File: config.mk
export PLATFORM = sky130hd
export DESIGN_NAME = sorted_set_priority_queue_core
export DESIGN_NICKNAME = d
export VERILOG_FILES = /design/src/rtl/sspq_pkg.sv /design/src/rtl/sspq_cell.sv /design/src/rtl/sorted_set_priority_queue_core.sv
export VERILOG_INCLUDE_DIRS = /design/src /design/src/rtl
export SDC_FILE = /design/constraint.sdc
export NUM_CORES = 2
export LEC_CHECK = 0
export BUFFER_PORTS_ARGS = -buffer_cell sky130_fd_sc_hd__buf_2
export CAP_MARGIN = 20
export CORE_MARGIN = 10
export CORE_UTILIZATION = 60
export DETAILED_ROUTE_END_ITERATION = 12
export GPL_TIMING_DRIVEN = 0
export PLACE_DENSITY = 0.77
export SYNTH_ARGS = -nofsm -noshare
export SYNTH_HDL_FRONTEND = slang
export SYNTH_HIERARCHICAL = 1
export SYNTH_SLANG_ARGS = --single-unit
File: constraint.sdc
create_clock -name clk -period 11.65 [get_ports clk]
set_clock_uncertainty 0.2 [all_clocks]
set_input_delay 0 -clock clk [delete_from_list [all_inputs] [get_ports clk]]
set_output_delay 0 -clock clk [all_outputs]
set_load 0.1 [all_outputs]
File: src/rtl/sorted_set_priority_queue_core_macros.svh
// Assertion macros for the sorted set priority queue.
// Used by the top level; relies on clk and arst_n being in scope.
`ifndef SORTED_SET_PRIORITY_QUEUE_CORE_MACROS_SVH
`define SORTED_SET_PRIORITY_QUEUE_CORE_MACROS_SVH
`ifndef SYNTHESIS
`define SSPQ_ASSERT_IMP(lbl, ante, cons) \
	lbl: assert property (@(posedge clk) disable iff (!arst_n) (ante) |-> (cons)) \
		else $error("sspq assertion failed");
`define SSPQ_ASSERT_NXT(lbl, ante, cons) \
	lbl: assert property (@(posedge clk) disable iff (!arst_n) (ante) |=> (cons)) \
		else $error("sspq assertion failed");
`else
`define SSPQ_ASSERT_IMP(lbl, ante, cons)
`define SSPQ_ASSERT_NXT(lbl, ante, cons)
`endif
`endif

File: src/rtl/sspq_pkg.sv
`timescale 1ns / 1ps
// Package for the sorted set priority queue: sizes, codes and item types.
// No dependencies.
package sspq_pkg;

	localparam int CAPACITY = 16;
	localparam int CNT_W = $clog2(CAPACITY + 1);
	localparam int VAL_W = 32;
	localparam int CNT_FIELD_W = 5;
	localparam logic signed [VAL_W-1:0] INT_MAX = 32'sh7FFF_FFFF;

	typedef enum logic {
		OP_INSERT = 1'b0,
		OP_POP = 1'b1
	} op_t;

	typedef enum logic [2:0] {
		ST_INSERTED = 3'd0,
		ST_IGNORED = 3'd1,
		ST_FULL = 3'd2,
		ST_POPPED = 3'd3,
		ST_EMPTY = 3'd4
	} status_t;

	typedef struct packed {
		op_t op;
		logic signed [VAL_W-1:0] value;
	} cmd_t;

	typedef struct packed {
		logic signed [VAL_W-1:0] popped_value;
		status_t status;
		logic [CNT_FIELD_W-1:0] count;
	} res_t;

	typedef struct packed {
		logic shift_in;
		logic shift_out;
	} cell_ctrl_t;

endpackage

File: src/rtl/sspq_cell.sv
`timescale 1ns / 1ps
// One storage cell of the sorted chain: compares the broadcast value with its own
// and shifts toward either neighbor. Depends on sspq_pkg.
module sspq_cell import sspq_pkg::*; (
	input logic clk,
	input cell_ctrl_t ctrl,
	input logic signed [VAL_W-1:0] key,
	input logic occupied,
	input logic left_lt,
	input logic signed [VAL_W-1:0] left_val,
	input logic signed [VAL_W-1:0] right_val,
	output logic signed [VAL_W-1:0] val,
	output logic lt,
	output logic eq
);

	logic signed [VAL_W-1:0] val_q;

	assign val = val_q;
	assign lt = occupied && (val_q < key);
	assign eq = occupied && (val_q == key);

	always_ff @(posedge clk) begin
		if (ctrl.shift_in) begin
			if (!lt) begin
				val_q <= left_lt ? key : left_val;
			end
		end else if (ctrl.shift_out) begin
			val_q <= right_val;
		end
	end

endmodule

File: src/rtl/sorted_set_priority_queue_core.sv
`timescale 1ns / 1ps
// Sorted set priority queue: holds up to CAPACITY distinct signed 32-bit values in
// ascending order in a row of compare-and-shift cells. One item (an insert or a pop) is
// accepted every cycle while the block does not stall; its result appears in the output
// register in the cycle after acceptance. The block stalls only while that register holds
// a result that the receiver has not yet taken. Depends on sspq_pkg and sspq_cell.
`include "sorted_set_priority_queue_core_macros.svh"
module sorted_set_priority_queue_core import sspq_pkg::*; (
	input logic clk,
	input logic arst_n,
	input logic cmd_valid,
	output logic cmd_stall,
	input cmd_t cmd,
	output logic res_valid,
	input logic res_stall,
	output res_t res
);

	logic [CNT_W-1:0] count_q;
	logic [CNT_W-1:0] count_next;
	logic res_valid_q;
	res_t res_q;
	res_t res_next;
	cell_ctrl_t ctrl;
	logic accept;
	logic any_eq;
	logic is_empty;
	logic is_full;
	logic is_sentinel;
	logic [CAPACITY-1:0] occ;
	logic [CAPACITY-1:0] lt;
	logic [CAPACITY-1:0] eq;
	logic signed [VAL_W-1:0] vals [CAPACITY];

	assign cmd_stall = res_valid_q && res_stall;
	assign accept = cmd_valid && !cmd_stall;
	assign res_valid = res_valid_q;
	assign res = res_q;

	assign any_eq = |eq;
	assign is_empty = (count_q == '0);
	assign is_full = (count_q == CNT_W'(CAPACITY));
	assign is_sentinel = (cmd.value == INT_MAX);

	always_comb begin
		res_next.popped_value = '0;
		res_next.status = ST_INSERTED;
		count_next = count_q;
		case (cmd.op)
			OP_POP: begin
				if (is_empty) begin
					res_next.status = ST_EMPTY;
				end else begin
					res_next.status = ST_POPPED;
					res_next.popped_value = vals[0];
					count_next = count_q - CNT_W'(1);
				end
			end
			OP_INSERT: begin
				if (is_sentinel || any_eq) begin
					res_next.status = ST_IGNORED;
				end else if (is_full) begin
					res_next.status = ST_FULL;
				end else begin
					count_next = count_q + CNT_W'(1);
				end
			end
			default: begin
				res_next.status = ST_IGNORED;
			end
		endcase
		res_next.count = CNT_FIELD_W'(count_next);
	end

	assign ctrl.shift_in = accept && (cmd.op == OP_INSERT) && (res_next.status == ST_INSERTED);
	assign ctrl.shift_out = accept && (cmd.op == OP_POP) && !is_empty;

	for (genvar i = 0; i < CAPACITY; i++) begin : g_cell
		logic left_lt;
		logic signed [VAL_W-1:0] left_val;
		logic signed [VAL_W-1:0] right_val;

		assign occ[i] = (CNT_W'(i) < count_q);

		if (i == 0) begin : g_head
			assign left_lt = 1'b1;
			assign left_val = cmd.value;
		end else begin : g_body
			assign left_lt = lt[i-1];
			assign left_val = vals[i-1];
		end

		if (i == CAPACITY - 1) begin : g_tail
			assign right_val = vals[i];
		end else begin : g_inner
			assign right_val = vals[i+1];
		end

		sspq_cell u_cell (
			.clk(clk),
			.ctrl(ctrl),
			.key(cmd.value),
			.occupied(occ[i]),
			.left_lt(left_lt),
			.left_val(left_val),
			.right_val(right_val),
			.val(vals[i]),
			.lt(lt[i]),
			.eq(eq[i])
		);
	end

	always_ff @(posedge clk or negedge arst_n) begin
		if (!arst_n) begin
			count_q <= '0;
			res_valid_q <= 1'b0;
		end else begin
			if (accept) begin
				count_q <= count_next;
				res_valid_q <= 1'b1;
			end else if (!res_stall) begin
				res_valid_q <= 1'b0;
			end
		end
	end

	always_ff @(posedge clk) begin
		if (accept) begin
			res_q <= res_next;
		end
	end

	`SSPQ_ASSERT_IMP(a_count_bound, 1'b1, count_q <= CNT_W'(CAPACITY))
	`SSPQ_ASSERT_IMP(a_insert_room, ctrl.shift_in, !lt[CAPACITY-1] && !is_full)
	`SSPQ_ASSERT_NXT(a_pop_head, ctrl.shift_out, res.popped_value == $past(vals[0]))
	`SSPQ_ASSERT_NXT(a_hold_result, res_valid && res_stall, res_valid && $stable(res))

endmodule
==> results.md <==
- Port Buffers: 78
- Drt wl/cell: about 19 µm
- Worst Setup Start Kind: register
- CP Buf/Inv Count: 5
- WL final: roughly 100 mm
- Clk sinks: between 500 and 600
- Routability cong.: between 0.9 and 1
- CP Data Required Time: 11.81 ns
- Initial Util: 0.608
- Least-Margin Pin Slew: 1.10 ns
- Die height: approximately 280 µm
- Initial antenna violation count: 2
- Cell family with most CP delay: simple AND/OR/NAND/NOR gates
- Power per Cell Area: about 160 mW/mm²
- Worst-Skew Late Latency: 0.62 ns
- Initial drt markers: 2310
- Clock Tree Root: clkbuf_16
- Worst path max stage delay: 0.63 ns
- Antenna diodes: 0
- Area growth, synth to finish: 11.1%
- Dpl hpwl: approximately 83 mm
- Most frequent cells in the layout: 707 x a21oi_1, 636 x nor2_1, 552 x edfxtp_1
- Via-to-Cell Ratio: a little under 6
- Post-route DRC: 0
- NumNets Final: about 5000
- Max cap viols: 0
- Die W: around 280 µm
- RR Endpoint: g_cell[4].u_cell/val[8]
- Fin crit period: about 6.0 ns
- R2r setup slk: between 5 and 6 ns
- Critical path class: reg -> reg
- Syn avg cell area: roughly 9.6 µm²
- Site row count: 96
- Leakage: around 0.021 µW
- Most common cell after layout, fill and taps aside: a21oi_1
- Period Utilization, post-route: 0.517
- CTS tree: built
- Fill cells: approximately 5400
- Crit Path Max Fanout: 48
- # resized after CTS: 0
- Gr usage total: 0.255
- Hold Violations, Final: 0
- Synth warnings: 6
- Hold path endpoint: g_cell[15].u_cell/val[7]
- Syn Inst Count: 4365
- Crit path top cell by count: nand4_1
- Cells along the critical path: nor3_1, o21ai_0, and3_1, nand4_1, nor2_1, nor4_2, nand4_1, a21oi_2, buf_4, and3_2, buf_12, clkbuf_1, buf_1, a41oi_4, buf_16
- Max-slew headroom: 0.259
- Reg-to-Reg Start: count_q[4]
- Post-route ant nets: 0
- Fin Setup TNS: 0 ns
- Worst IR Drop VDD: approximately 0.16 mV
- Core Region: around 0.069 mm²
- Worst Path Arrival: 6.19 ns
- Placed inst area: 0.0440 mm²
- I/O pin total: between 70 and 80
- Share of layout cells above drive strength 1: 0.0731
- DR vias: approximately 32000
- Post-CTS Hold Fix Bufs: 33
- TritonCTS Buffers: between 60 and 70
- Max Clk Rate: roughly 170 MHz
- GR Overflow Total: 0
- RSZ-0062 raised after global routing: no
- Hold Crit Start: cmd[7]
- Syn Nets: 4918
- Largest net degree at the start of global routing: 50
- Reg2Reg Depth: 15
- Post-route cell area: between 0.04 and 0.05 mm²
- Final setup vio count: 0
- Worst hold path depth: 3
- H-tree levels: 3
- CTS Buffer Depth: 3
- Drt pass-1 iters: 5
- Crit path max-delay cell type: dfrtp_1
- Vias in the first global route: between 30000 and 40000
- Worst Hold Class: in -> reg
- Clock transition at path regs: 0.06 ns
- Cell Area, Synth: between 0.04 and 0.05 mm²
- Number of setup buffers added after CTS: 0
- Critical path endpoint category: register
- Die area: 0.0807 mm²
- Outcome: finished, final reports clean
- Slew Viols, Final: 0
- Global-route wire length before repair: 169 mm
[worst max-delay path by stage]
stage / to / depth (start not counted) / slack [ns] / from
floorplan: g_cell[0].u_cell/val[0] / 14 / 6.62 / count_q[3]
global placement: g_cell[7].u_cell/val[7] / 14 / 4.42 / count_q[3]
detailed placement: g_cell[4].u_cell/val[6] / 15 / 5.90 / count_q[4]
CTS: g_cell[4].u_cell/val[6] / 15 / 5.82 / count_q[4]
global route: g_cell[4].u_cell/val[12] / 15 / 5.46 / count_q[4]
finish: g_cell[4].u_cell/val[8] / 15 / 5.62 / count_q[4]
[routing by layer]
layer | vias up | global-route usage | wire [µm] | share of wire
li1 | 16046 | - | - | -
met1 | 15004 | 0.297 | 41900 | 0.40
met2 | 926 | 0.460 | 52700 | 0.50
met3 | 278 | 0.0362 | 5310 | 0.051
met4 | 0 | 0.113 | 4990 | 0.048
met5 | - | 0 | 0 | 0
[registers in the layout (all words and copies together), names as in the netlist]
signal,flops
count_q,5
res,40
res_valid,1
g_cell.u_cell/val,512
[worst register-to-register path: stages, from the launching register on]
cell,delay (ns)
dfrtp_1,0.63
nor3_1,0.56
o21ai_0,0.53
and3_1,0.33
nand4_1,0.11
nor2_1,0.09
nor4_2,0.34
nand4_1,0.28
a21oi_2,0.28
buf_4,0.22
and3_2,0.22
buf_12,0.25
clkbuf_1,0.49
buf_1,0.50
a41oi_4,0.42
buf_16,0.32
[layout make-up]
cell class	count	area [µm²]	share of cell area
clock buffer	79	1740	0.0375
inverter	522	1960	0.0422
tap	931	1160	0.0251
timing repair buffer	130	1210	0.0260
buffer	188	774	0.0167
clock inverter	38	352	0.00757
sequential	558	16700	0.360
multi-input combinational	3097	22500	0.485
[metrics by stage]
| stage | setup WS, ns | utilization | total power [µW] | instances | hold slack [ns] |
|---|---|---|---|---|---|
| after floorplan | 6.62 | - | 4770 | 4365 | -0.496 |
| after global placement | 4.42 | 0.630 | 5350 | 5374 | -0.324 |
| after detailed placement | 5.90 | 0.640 | 5500 | 5392 | -0.325 |
| after CTS | 5.82 | 0.675 | 7560 | 5542 | 0.00171 |
| after global routing | 5.46 | 0.675 | 7950 | 5543 | 0.0481 |
| final | 5.62 | 0.675 | 7560 | 5543 | 0.0330 |
[power by group]
group / switching (µW) / total, µW / internal (µW)
Clock: 844 / 2050 / 1200
Sequential: 213 / 2780 / 2570
Combinational: 1640 / 2730 / 1090
(Power assumes the default switching activity.)
